`src/sv/fpt_pkg.sv`:
```
// Package for the friendly pair test unit: widths, types, states and helpers.
package fpt_pkg;

    localparam int NUMBER_BITS = 16;
    localparam int IN_W        = 16;
    localparam int OUT_W       = 18;
    localparam int SUM_W       = NUMBER_BITS + 3;
    localparam int PROD_W      = SUM_W + NUMBER_BITS;
    localparam int CNT_W       = $clog2(NUMBER_BITS + 1);
    localparam int CMP_W       = (SUM_W > OUT_W) ? SUM_W : OUT_W;
    localparam logic [OUT_W-1:0] SUM_MAX = {OUT_W{1'b1}};

    typedef logic [NUMBER_BITS-1:0] t_num;
    typedef logic [SUM_W-1:0]       t_sum;
    typedef logic [PROD_W-1:0]      t_prod;
    typedef logic [OUT_W-1:0]       t_out_sum;

    typedef struct packed {
        logic done;
        t_num quotient;
        t_num remainder;
    } t_div_res;

    typedef enum logic [2:0] {
        ST_IDLE,
        ST_LOAD,
        ST_DIV,
        ST_NEXT,
        ST_MUL_A,
        ST_MUL_B,
        ST_DONE
    } t_state;

    // Clamp a divisor sum to the output field range.
    function automatic t_out_sum sat_sum(input t_sum s);
        logic [CMP_W-1:0] wide;
        wide = CMP_W'(s);
        if (wide > CMP_W'(SUM_MAX)) begin
            return SUM_MAX;
        end
        return OUT_W'(wide);
    endfunction

endpackage

```
`src/sv/friendly_pair_test_unit.sv`:
```
// Top level of the friendly pair test unit: sequencer, sum accumulation, cross check.
//
//   channel  direction  handshake          payload
//   input    in         i_valid / o_ready  i_first_number, i_second_number
//   result   out        o_valid / i_ready  o_first_divisor_sum, o_second_divisor_sum,
//                                          o_is_friendly
//
// Flow: each number n runs floor(sqrt(n)) + 1 trial divisions on the shared divider
// (start, bit steps, done), at most 256 for 16-bit inputs; a zero input skips them.
// Then come two sum hand-offs, two multiplies and the compare. Reset is synchronous,
// active low: it idles the sequencer and drops any pending result. A stalled result
// holds in the output register; the next pair transfers in and waits in the final
// state meanwhile.
module friendly_pair_test_unit (
    input  logic                        i_clk,
    input  logic                        i_rst_n,
    input  logic                        i_valid,
    output logic                        o_ready,
    input  logic [fpt_pkg::IN_W-1:0]    i_first_number,
    input  logic [fpt_pkg::IN_W-1:0]    i_second_number,
    output logic                        o_valid,
    input  logic                        i_ready,
    output logic [fpt_pkg::OUT_W-1:0]   o_first_divisor_sum,
    output logic [fpt_pkg::OUT_W-1:0]   o_second_divisor_sum,
    output logic                        o_is_friendly
);

    fpt_pkg::t_state   r_state, n_state;
    fpt_pkg::t_num     r_a, n_a;
    fpt_pkg::t_num     r_b, n_b;
    fpt_pkg::t_num     r_d, n_d;
    logic              r_sel, n_sel;
    fpt_pkg::t_sum     r_acc, n_acc;
    fpt_pkg::t_sum     r_sa, n_sa;
    fpt_pkg::t_sum     r_sb, n_sb;
    fpt_pkg::t_prod    r_pa, n_pa;
    fpt_pkg::t_prod    r_pb, n_pb;
    logic              r_out_valid, n_out_valid;
    fpt_pkg::t_out_sum r_out_sa, n_out_sa;
    fpt_pkg::t_out_sum r_out_sb, n_out_sb;
    logic              r_out_fr, n_out_fr;

    logic              div_start;
    fpt_pkg::t_div_res div_res;
    fpt_pkg::t_num     cur_n;
    fpt_pkg::t_sum     mul_x;
    fpt_pkg::t_num     mul_y;
    fpt_pkg::t_prod    mul_p;

    assign cur_n = r_sel ? r_b : r_a;

    // One multiplier serves both cross products.
    assign mul_x = (r_state == fpt_pkg::ST_MUL_A) ? r_sa : r_sb;
    assign mul_y = (r_state == fpt_pkg::ST_MUL_A) ? r_b : r_a;
    assign mul_p = fpt_pkg::PROD_W'(mul_x) * fpt_pkg::PROD_W'(mul_y);

    fpt_divider u_div (
        .i_clk      (i_clk),
        .i_rst_n    (i_rst_n),
        .i_start    (div_start),
        .i_dividend (cur_n),
        .i_divisor  (r_d),
        .o_res      (div_res)
    );

    always_comb begin
        n_state     = r_state;
        n_a         = r_a;
        n_b         = r_b;
        n_d         = r_d;
        n_sel       = r_sel;
        n_acc       = r_acc;
        n_sa        = r_sa;
        n_sb        = r_sb;
        n_pa        = r_pa;
        n_pb        = r_pb;
        n_out_valid = r_out_valid;
        n_out_sa    = r_out_sa;
        n_out_sb    = r_out_sb;
        n_out_fr    = r_out_fr;
        div_start   = 1'b0;
        o_ready     = 1'b0;

        // Drop the result once the downstream side takes it.
        if (r_out_valid && i_ready) begin
            n_out_valid = 1'b0;
        end

        case (r_state)
            fpt_pkg::ST_IDLE: begin
                o_ready = 1'b1;
                if (i_valid) begin
                    // Keep only the low NUMBER_BITS bits of each number.
                    n_a     = fpt_pkg::NUMBER_BITS'(i_first_number);
                    n_b     = fpt_pkg::NUMBER_BITS'(i_second_number);
                    n_sel   = 1'b0;
                    n_d     = fpt_pkg::NUMBER_BITS'(1);
                    n_acc   = '0;
                    n_state = fpt_pkg::ST_LOAD;
                end
            end
            fpt_pkg::ST_LOAD: begin
                if (cur_n == '0) begin
                    n_state = fpt_pkg::ST_NEXT;
                end else begin
                    div_start = 1'b1;
                    n_state   = fpt_pkg::ST_DIV;
                end
            end
            fpt_pkg::ST_DIV: begin
                if (div_res.done) begin
                    if (div_res.quotient < r_d) begin
                        // Past the square root: this sum is complete.
                        n_state = fpt_pkg::ST_NEXT;
                    end else begin
                        if (div_res.remainder == '0) begin
                            // Add d and its cofactor, once for a perfect square.
                            n_acc = r_acc + fpt_pkg::SUM_W'(r_d)
                                  + ((div_res.quotient != r_d)
                                     ? fpt_pkg::SUM_W'(div_res.quotient) : '0);
                        end
                        n_d     = r_d + 1'b1;
                        n_state = fpt_pkg::ST_LOAD;
                    end
                end
            end
            fpt_pkg::ST_NEXT: begin
                if (!r_sel) begin
                    n_sa    = r_acc;
                    n_sel   = 1'b1;
                    n_d     = fpt_pkg::NUMBER_BITS'(1);
                    n_acc   = '0;
                    n_state = fpt_pkg::ST_LOAD;
                end else begin
                    n_sb    = r_acc;
                    n_state = fpt_pkg::ST_MUL_A;
                end
            end
            fpt_pkg::ST_MUL_A: begin
                n_pa    = mul_p;
                n_state = fpt_pkg::ST_MUL_B;
            end
            fpt_pkg::ST_MUL_B: begin
                n_pb    = mul_p;
                n_state = fpt_pkg::ST_DONE;
            end
            fpt_pkg::ST_DONE: begin
                // Hold until the output register is free or being emptied.
                if (!r_out_valid || i_ready) begin
                    n_out_valid = 1'b1;
                    n_out_sa    = fpt_pkg::sat_sum(r_sa);
                    n_out_sb    = fpt_pkg::sat_sum(r_sb);
                    // Equal ratios: sigma(a) * b == sigma(b) * a, no zero input.
                    n_out_fr    = (r_a != '0) && (r_b != '0) && (r_pa == r_pb);
                    n_state     = fpt_pkg::ST_IDLE;
                end
            end
            default: begin
                n_state = fpt_pkg::ST_IDLE;
            end
        endcase
    end

    always_ff @(posedge i_clk) begin
        if (!i_rst_n) begin
            r_state     <= fpt_pkg::ST_IDLE;
            r_out_valid <= 1'b0;
        end else begin
            r_state     <= n_state;
            r_out_valid <= n_out_valid;
        end
        r_a      <= n_a;
        r_b      <= n_b;
        r_d      <= n_d;
        r_sel    <= n_sel;
        r_acc    <= n_acc;
        r_sa     <= n_sa;
        r_sb     <= n_sb;
        r_pa     <= n_pa;
        r_pb     <= n_pb;
        r_out_sa <= n_out_sa;
        r_out_sb <= n_out_sb;
        r_out_fr <= n_out_fr;
    end

    assign o_valid              = r_out_valid;
    assign o_first_divisor_sum  = r_out_sa;
    assign o_second_divisor_sum = r_out_sb;
    assign o_is_friendly        = r_out_fr;

endmodule

```
`src/sv/fpt_divider.sv`:
```
// Iterative restoring divider, one quotient bit per cycle.
module fpt_divider (
    input  logic             i_clk,
    input  logic             i_rst_n,
    input  logic             i_start,
    input  fpt_pkg::t_num    i_dividend,
    input  fpt_pkg::t_num    i_divisor,
    output fpt_pkg::t_div_res o_res
);

    logic                       r_busy, n_busy;
    logic                       r_done, n_done;
    logic [fpt_pkg::CNT_W-1:0]  r_cnt, n_cnt;
    fpt_pkg::t_num              r_rem, n_rem;
    fpt_pkg::t_num              r_quo, n_quo;
    fpt_pkg::t_num              r_dvs, n_dvs;
    logic [fpt_pkg::NUMBER_BITS:0] shifted;
    logic [fpt_pkg::NUMBER_BITS:0] diff;

    assign shifted = {r_rem, r_quo[fpt_pkg::NUMBER_BITS-1]};
    assign diff    = shifted - {1'b0, r_dvs};

    always_comb begin
        n_busy = r_busy;
        n_done = 1'b0;
        n_cnt  = r_cnt;
        n_rem  = r_rem;
        n_quo  = r_quo;
        n_dvs  = r_dvs;
        if (i_start) begin
            n_busy = 1'b1;
            n_cnt  = fpt_pkg::CNT_W'(fpt_pkg::NUMBER_BITS);
            n_rem  = '0;
            n_quo  = i_dividend;
            n_dvs  = i_divisor;
        end else if (r_busy) begin
            // Subtract when the shifted remainder covers the divisor.
            if (shifted >= {1'b0, r_dvs}) begin
                n_rem = diff[fpt_pkg::NUMBER_BITS-1:0];
                n_quo = {r_quo[fpt_pkg::NUMBER_BITS-2:0], 1'b1};
            end else begin
                n_rem = shifted[fpt_pkg::NUMBER_BITS-1:0];
                n_quo = {r_quo[fpt_pkg::NUMBER_BITS-2:0], 1'b0};
            end
            n_cnt = r_cnt - 1'b1;
            if (r_cnt == fpt_pkg::CNT_W'(1)) begin
                n_busy = 1'b0;
                n_done = 1'b1;
            end
        end
    end

    always_ff @(posedge i_clk) begin
        if (!i_rst_n) begin
            r_busy <= 1'b0;
            r_done <= 1'b0;
            r_cnt  <= '0;
        end else begin
            r_busy <= n_busy;
            r_done <= n_done;
            r_cnt  <= n_cnt;
        end
        r_rem <= n_rem;
        r_quo <= n_quo;
        r_dvs <= n_dvs;
    end

    assign o_res = '{done: r_done, quotient: r_quo, remainder: r_rem};

endmodule

```
`config.mk`:
```
export PLATFORM = sky130hd
export DESIGN_NAME = friendly_pair_test_unit
export DESIGN_NICKNAME = d
export VERILOG_FILES = /design/src/sv/fpt_pkg.sv /design/src/sv/friendly_pair_test_unit.sv /design/src/sv/fpt_divider.sv
export SDC_FILE = /design/constraint.sdc
export NUM_CORES = 1
export LEC_CHECK = 0
export BUFFER_PORTS_ARGS = -buffer_cell sky130_fd_sc_hd__buf_2
export CAP_MARGIN = 20
export CORE_MARGIN = 3
export CORE_UTILIZATION = 65
export CTS_BUF_LIST = sky130_fd_sc_hd__clkbuf_16
export DETAILED_ROUTE_END_ITERATION = 8
export HOLD_SLACK_MARGIN = 0.06
export PLACE_DENSITY = 0.82
export REMOVE_ABC_BUFFERS = 1
export SLEW_MARGIN = 20
export SYNTH_ARGS = -nofsm -noshare
export SYNTH_HDL_FRONTEND = slang
export SYNTH_HIERARCHICAL = 1
export SYNTH_SLANG_ARGS = --single-unit
```
`constraint.sdc`:
```
create_clock -name i_clk -period 12.31 [get_ports i_clk]
set_clock_uncertainty 0.2 [all_clocks]
set_input_delay 3.693 -clock i_clk [delete_from_list [all_inputs] [get_ports i_clk]]
set_output_delay 3.693 -clock i_clk [all_outputs]
set_load 0.02 [all_outputs]
```
# Yosys cells after proc, flatten, opt, wreduce, memory -nomap -nowiden
# Index checks and enable logic that the tools add are counted.
# W data, S select, Z words.
[classes]
multipliers = 1
n_reduce_logical = 23
n_mux = 50
add_sub_neg = 5
bitwise_logic = 3
n_eq_ne = 15
order_cmp = 4
[ops]
columns = ["cell", "count"]
rows = [
  ["$mux W16", 10],
  ["$mux W19", 6],
  ["$mux W18", 4],
  ["$pmux W19 S3", 1],
  ["$pmux W16 S3", 1],
  ["$add A19 B16 Y19", 2],
  ["$gt A19 B18 Y1 const B", 2],
  ["$eq A35 B35 Y1", 1],
  ["$mul A19 B16 Y35", 1],
  ["$logic_not A16 Y1", 2],
  ["$reduce_bool A16 Y1", 2],
  ["$pmux W3 S7", 1],
  ["$mux W1", 19],
  ["$ge A17 B16 Y1", 1],
  ["$add A16 B1 Y16 const B", 1],
  ["$lt A16 B16 Y1", 1],
  ["$ne A16 B16 Y1", 1],
  ["$sub A16 B16 Y16", 1],
  ["$mux W3", 4],
  ["$mux W5", 2],
  ["$ne A2 B2 Y1 const B", 5],
  ["$reduce_and A2 Y1", 5],
  ["$eq A3 B3 Y1 const B", 3],
  ["$eq A3 B2 Y1 const B", 2],
  ["other kinds (18)", 23],
]
[word_totals]
output_inout_bits = 39
input_bits = 36
register_bits = 272
elab_cells = 122

# Longest topological paths before layout
# Gate-level depths: netlist (run 1).
[depth]
word_depth = 7
depth_mapped = 27
ltp_nobuf = 24

# Hierarchy
# The synthesis (run 1) kept the hierarchy.
[modules_own_cells]
columns = ["module", "cells_each", "area_each_um2", "n_inst", "seq_area_each_um2"]
rows = [
  ["friendly_pair_test_unit", 1893, 20130.6, 1, 6476.2],
  ["fpt_divider", 312, 3289.4, 1, 1421.4],
]

# Worst setup path before layout (run 1)
# Ideal clock, no wire load.
[synth_timing]
path_kind = "register -> register"
startpoint = "reg r_state[2]"
endpoint = "reg r_pa[34] (data pin)"
period_less_slack_ns = 7.711
t_required_ns = 11.907
slack_ns = 4.599
arrival_ns = 7.307
setup_time_ns = 0.203
n_path_buf = 3
path_stages_with_launch = 26
cell_sequence = "dfxtp_1 > inv_1 > nor3_1 > buf_2 > buf_2 > mux2i_1 > nor2_1 > fa_1 > inv_1 > fa_1 > fa_1 > inv_1 > fa_1 > fa_1 > inv_1 > fa_1 > inv_1 > ha_1 > buf_4 > a21o_1 > a21boi_2 > a211o_1 > or4_4 > o22ai_2 > mux2i_1 > a2111oi_2"
[synth_between]
elab_chain_cells = 3
elab_cells_between_ends = 4
classes_between = "1 x mul; 1 x eq/ne; 2 x mux"
[synth_lines]
columns = ["item", "line", "text"]
rows = [
  ["start, declared", "friendly_pair_test_unit.sv:28", "fpt_pkg::t_state r_state, n_state;"],
  ["start signal, assigned", "friendly_pair_test_unit.sv:166", "r_state <= fpt_pkg::ST_IDLE;"],
  ["start signal, assigned", "friendly_pair_test_unit.sv:169", "r_state <= n_state;"],
  ["$eq A3 B3 Y1 (*)", "friendly_pair_test_unit.sv:53, friendly_pair_test_unit.sv:54", ""],
  ["$mux W19 / $mux W16 (equally long branches)", "friendly_pair_test_unit.sv:53, friendly_pair_test_unit.sv:54", ""],
  ["$mul A19 B16 Y35 (*)", "friendly_pair_test_unit.sv:55", "assign mul_p = fpt_pkg::PROD_W'(mul_x) * fpt_pkg::PROD_W'(mul_y);"],
  ["via mul_p[34]", "friendly_pair_test_unit.sv:48", "fpt_pkg::t_prod mul_p;"],
  ["end signal, assigned", "friendly_pair_test_unit.sv:179", "r_pa <= n_pa;"],
  ["end, declared", "friendly_pair_test_unit.sv:36", "fpt_pkg::t_prod r_pa, n_pa;"],
]
# The timed path passes the listed nets; every way through them passes the cells marked *.
# A chain may end at the register's enable or synchronous reset.

# Final worst setup path (run 1)
# Ends and elaborated chain as after synthesis.

==> results of run 1 <==
worst paths after layout:
check / start / to / slack (ns) / depth (start not counted)
max: r_state[2]$_SDFFE_PN0P_ / r_pa[34]$_DFFE_PN_ / 3.85 / 23
min reg2reg: u_div/r_cnt[1]$_SDFFE_PP0P_ / u_div/r_cnt[1]$_SDFFE_PP0P_ / 0.30 / 2
min: u_div/r_cnt[1]$_SDFFE_PP0P_ / u_div/r_cnt[1]$_SDFFE_PP0P_ / 0.30 / 2
max reg2reg: r_state[2]$_SDFFE_PN0P_ / r_pa[34]$_DFFE_PN_ / 3.85 / 23
critical path: stages, from the launching register on:
cell	delay, ns
dfxtp_1	0.57
inv_1	0.20
nor3_2	0.29
buf_12	0.50
mux2i_1	0.86
nor2_1	0.15
fa_1	0.57
inv_1	0.05
fa_1	0.53
inv_1	0.05
fa_1	0.49
fa_1	0.43
fa_1	0.50
inv_1	0.05
fa_1	0.48
inv_1	0.05
ha_1	0.40
a21o_1	0.18
a21boi_2	0.07
a211o_1	0.32
or4_4	0.53
o22ai_2	0.18
mux2i_1	0.11
a2111oi_2	0.37
flip-flops by register name, indices dropped and copies added (netlist names), 3 cells and up:
signal                flops
r_pa                     35
r_a                      16
u_div/r_cnt               5
r_d                      16
r_b                      16
r_acc                    19
o_first_divisor_sum      18
u_div/r_rem              16
u_div/r_dvs              16
o_second_divisor_sum     18
r_sb                     19
r_sa                     19
r_pb                     35
r_state                   3
u_div/r_quo              16
per-stage QoR:
| step | cells | hold WS, ns | setup slack (ns) | instance area (um^2) |
|---|---|---|---|---|
| 4_1_cts | 2733 | 0.298 | 3.87 | 25000 |
| 2_1_floorplan | 2131 | 0.245 | -4.60 | 23000 |
| 6_report | 2733 | 0.299 | 3.85 | 25100 |
| 5_1_grt | 2733 | 0.347 | 3.39 | 25100 |
| 3_5_place_dp | 2680 | 0.290 | 3.89 | 24100 |
| 3_3_place_gp | 2679 | 0.282 | 4.16 | 24100 |
cells in the mapped netlist (all sizes together) (21+ instances only):
library cell / count
xor2: 55
nand4: 23
nor3: 22
nand3: 21
inv: 330
ha: 158
xnor2: 43
edfxtp: 245
dfxtp: 27
fa: 254
nand2: 228
nor2: 228
a21o: 25
o21ai: 43
nor4: 28
or2: 41
mux2i: 40
clkbuf: 43
mux2: 65
nor2b: 28
buf: 31
a21oi: 68
cell families (layout without fill, tap and decap cells):
| family | Yosys count | after routing | synth area share, % |
|---|---|---|---|
| AND/OR/NAND/NOR | 671 | 671 | 13.1 |
| adder cells (fa/ha/maj) | 412 | 412 | 30.2 |
| AO/OA/AOI/OAI | 242 | 242 | 7.39 |
| XOR/XNOR | 98 | 98 | 3.66 |
| flip-flops | 272 | 272 | 33.7 |
| buffers and inverters | 405 | 478 | 7.16 |
| multiplexers | 105 | 105 | 4.83 |
layout make-up:
class,count,area [um^2],share of cell area (%)
inverter,331,1240,4.96
timing repair buffer,94,546,2.18
tap,455,569,2.27
multi-input combinational,1528,13900,55.5
clock inverter,23,144,0.574
clock buffer,30,751,3.00
sequential,272,7900,31.5
per-layer routing:
layer  wire, um  global-route usage, %
met2      28800                   52.1
met4       3010                   13.8
met3       5430                   5.31
met1      21700                   39.5
met5         14                      0
==> impl_metrics.tcl, run 1 <==
set metrics [dict create \
    outcome "finished clean" \
    pin_count 75 \
    syn_area_per_cell_um2 10.6 \
    initial_utilization_pct 66.8 \
    hold_violations 0 \
    crit_fanout 101 \
    drive_above_1_share_pct 12.5 \
    worst_slew_pin_slew_ns 1.09 \
    portBuffers 74 \
    h-tree-depth 1 \
    hp-class "flip-flop to flip-flop" \
    nNetsFinal 2704 \
    n_antenna_cell 0 \
    grt_pass1_wl_um 92100 \
    yosysSeqAreaShare_pct 33.7 \
    yosys_warnings 6 \
    ant_nets 0 \
    final_common_cell "inv_1" \
    synth_edf_count 245 \
    dpl.hpwl_um 45700 \
    dieArea_mm2 0.0383 \
    finalCritPeriodShare_pct 68.7 \
    maxCapViolations 0 \
    die_x_um 196 \
    postCtsSetupRepairBufs 0 \
    fin_crit_ns 8.46 \
    holdBufCountCts 0 \
    clk_pin_slew_ns 0.06 \
    globalplace.congestion 0.997 \
    cts_buffers 29 \
    viasPerCell 6.18 \
    drt-total-wl_um 58900 \
    grt_usage_pct 30.9 \
    mostFrequentLayoutCells "inv_1, fa_1, edfxtp_1" \
    die_y_um 196 \
    slew_headroom_pct 25.3 \
    via_count 16900 \
    crit_type "flip-flop to flip-flop" \
    grt_pass1_vias 17300 \
    setup_violations 0 \
    drt_iter0_markers 1637 \
    grt_overflow 0 \
    grt_setup_unrepaired "false" \
    std_cell_rows 68 \
    yosys-top-cells-area "edfxtp_1, fa_1, ha_1" \
    coreArea_mm2 0.0351 \
    yosys.area.top_type "edfxtp_1" \
    clock_sinks 272 \
    async_flop_share_pct 0 \
    cts_root_buffer "clkbuf_16" \
    synth_seq_cells 272 \
    final_core_util_pct 71.5 \
    syn-cell-area_mm2 0.0234 \
    clock_latency_ns 0.58 \
    cts_tree "yes" \
    worstPathArrival_ns 8.63 \
    synth_top_area_share_pct 31.4 \
    grt_antenna_before_repair 2 \
    drcViolationCount 0 \
    grt_max_degree 102 \
    synth-main-ff-cell "edfxtp_1" \
    slew_violations 0 \
    drt_pass1_iterations 6 \
    startpoint_type "flip-flop" \
    tns_ns 0 \
    wl_per_cell_um 21.6 \
    fillCellCount 2504 \
    cts_resized 0 \
    fmax_mhz 118 \
    clockBufferDepth 3 \
    cp-end-kind "flip-flop" \
    required_ns 12.48 \
    synth_cells 2205 \
    syn2layout_area_growth_pct 6.96 \
    yosysUniqueCellTypes 83 \
]
Power of run 1 is not shown: default switching activity piles up to over one toggle a cycle in this logic, so the estimate is an artifact.
==> run 2, diff against run 1 <==
CORE_UTILIZATION = 64   (was 65)
PLACE_DENSITY = 0.81   (was 0.82)
clock period = 8.54 ns   (was 12.31 ns; I/O delays follow)
==> impl_metrics.tcl, run 2 (synthesis gave the netlist of run 1 again) <==
set metrics [dict create \
    dpl.hpwl_um 46800 \
    slew_headroom_pct 25.1 \
    viasPerCell 6.11 \
    via_count 16800 \
    fin_crit_ns 8.04 \
    crit_start "r_state[2]$_SDFFE_PN0P_" \
    cts_resized 0 \
    crit_fanout 66 \
    coreArea_mm2 0.0358 \
    std_cell_rows 69 \
    hold_violations 0 \
    portBuffers 74 \
    holdBufCountCts 0 \
    setup_violations 0 \
    crit_path_end "r_pb[34]$_DFFE_PP_" \
    postCtsSetupRepairBufs 0 \
    die_x_um 197 \
    timing.rr.start "r_state[2]$_SDFFE_PN0P_" \
    slew_violations 0 \
    globalplace.congestion 0.988 \
    worstPathArrival_ns 8.20 \
    reg.largest.list "r_pa x35, r_pb x35" \
    n_antenna_cell 0 \
    finalCritPeriodShare_pct 94.2 \
    cts_tree "yes" \
    drt_iter0_markers 1667 \
    required_ns 8.69 \
    grt_max_degree 67 \
    grt_pass1_wl_um 92100 \
    pre_cts_ws_ns 0.593 \
    drcViolationCount 0 \
    clockBufferDepth 3 \
    ff2ff_path_depth 22 \
    setup_ws_ns 0.497 \
    crit_type "flip-flop to flip-flop" \
    cts_buffers 30 \
    drt_pass1_iterations 8 \
    worst_slew_pin_slew_ns 1.09 \
    hp-class "flip-flop to flip-flop" \
    fillCellCount 2604 \
    fmax_mhz 124 \
    grt_overflow 0 \
    wl_per_cell_um 21.6 \
    clk_pin_slew_ns 0.07 \
    dieArea_mm2 0.0389 \
    grt_setup_unrepaired "false" \
    drive_above_1_share_pct 13.2 \
    ant_nets 0 \
    wl_met3_um 4260 \
    mostFrequentLayoutCells "inv_1, fa_1, edfxtp_1" \
    initial_utilization_pct 65.4 \
    nNetsFinal 2721 \
    maxCapViolations 0 \
    drt-total-wl_um 59600 \
    startpoint_type "flip-flop" \
    syn2layout_area_growth_pct 7.60 \
    clock_latency_ns 0.58 \
    outcome "finished clean" \
    routed.top_layer "met4" \
    rrSetupSlack_ns 0.50 \
    final_common_cell "inv_1" \
    clock_sinks 272 \
    grt_usage_pct 30.7 \
    met2_length_um 29600 \
    r2r_end "r_pb[34]$_DFFE_PP_" \
    wl_met1_um 22700 \
    cp-end-kind "flip-flop" \
    grt_pass1_vias 17000 \
    cts_root_buffer "clkbuf_16" \
    grt_antenna_before_repair 0 \
    die_y_um 197 \
    pin_count 75 \
    h-tree-depth 1 \
]
[run 2: cell count changes in the layout (fill, tap and decap cells not counted), moves of 2 or more]
cell | before | now
clkinv_1 | 9 | 6
clkinv_2 | 3 | 9
buf_4 | 18 | 35
inv_6 | 3 | 0
bufinv_16 | 0 | 2
[run 2: per-stage QoR]
stage	instance area, um^2	util [%]	setup TNS, ns	hold WS [ns]	cells
2_1_floorplan	23000	-	-508.61	0.245	2131
3_3_place_gp	24300	67.7	0	0.282	2702
3_5_place_dp	24300	67.7	0	0.325	2702
4_1_cts	25200	70.3	0	0.327	2756
5_1_grt	25200	70.3	0	0.361	2756
6_report	25200	70.3	0	0.327	2756
[run 2: critical path: stages (launching register included)]
cell and delay [ns]:
dfxtp_1 0.57, inv_1 0.20, nor3_2 0.28, buf_12 0.37
mux2i_1 0.56, nor2_1 0.14, fa_1 0.56, inv_1 0.05
fa_1 0.46, fa_1 0.51, inv_1 0.05, fa_1 0.48
fa_1 0.50, inv_1 0.05, fa_1 0.48, inv_1 0.04
ha_1 0.45, nand4_1 0.19, a211o_1 0.39, or4_4 0.54
o22ai_2 0.17, mux2i_1 0.12, a2111oi_2 0.39
[run 2: worst min path at each step]
stage | start | to | slack, ns | cells after the start
floorplan | r_acc[0]$_SDFFCE_PN0P_ | r_sa[0]$_DFFE_PP_ | 0.25 | 0
global placement | u_div/r_cnt[1]$_SDFFE_PP0P_ | u_div/r_cnt[1]$_SDFFE_PP0P_ | 0.28 | 2
detailed placement | u_div/r_rem[12]$_SDFFE_PP0P_ | u_div/r_rem[12]$_SDFFE_PP0P_ | 0.32 | 2
CTS | u_div/r_rem[2]$_SDFFE_PP0P_ | u_div/r_rem[3]$_SDFFE_PP0P_ | 0.33 | 2
global route | u_div/r_rem[12]$_SDFFE_PP0P_ | u_div/r_rem[12]$_SDFFE_PP0P_ | 0.36 | 2
finish | u_div/r_rem[2]$_SDFFE_PP0P_ | u_div/r_rem[3]$_SDFFE_PP0P_ | 0.33 | 2
[run 2: layout make-up]
| cell class | count | area [um^2] | area share [%] |
|---|---|---|---|
| clock buffers | 30 | 751 | 2.98 |
| repair buffers | 110 | 653 | 2.59 |
| inverters | 331 | 1240 | 4.93 |
| clock inverters | 24 | 191 | 0.760 |
| multi-input cells | 1528 | 13900 | 55.1 |
| well taps | 461 | 577 | 2.29 |
| flip-flops and latches | 272 | 7900 | 31.3 |
[run 2: layer usage]
metal / up-vias / global-route usage, %
li1: 7466 / -
met1: 8434 / 40.3
met2: 752 / 51.9
met3: 188 / 3.63
met4: 0 / 13.9
met5: - / 0
Power of run 2 is left out for the same reason.
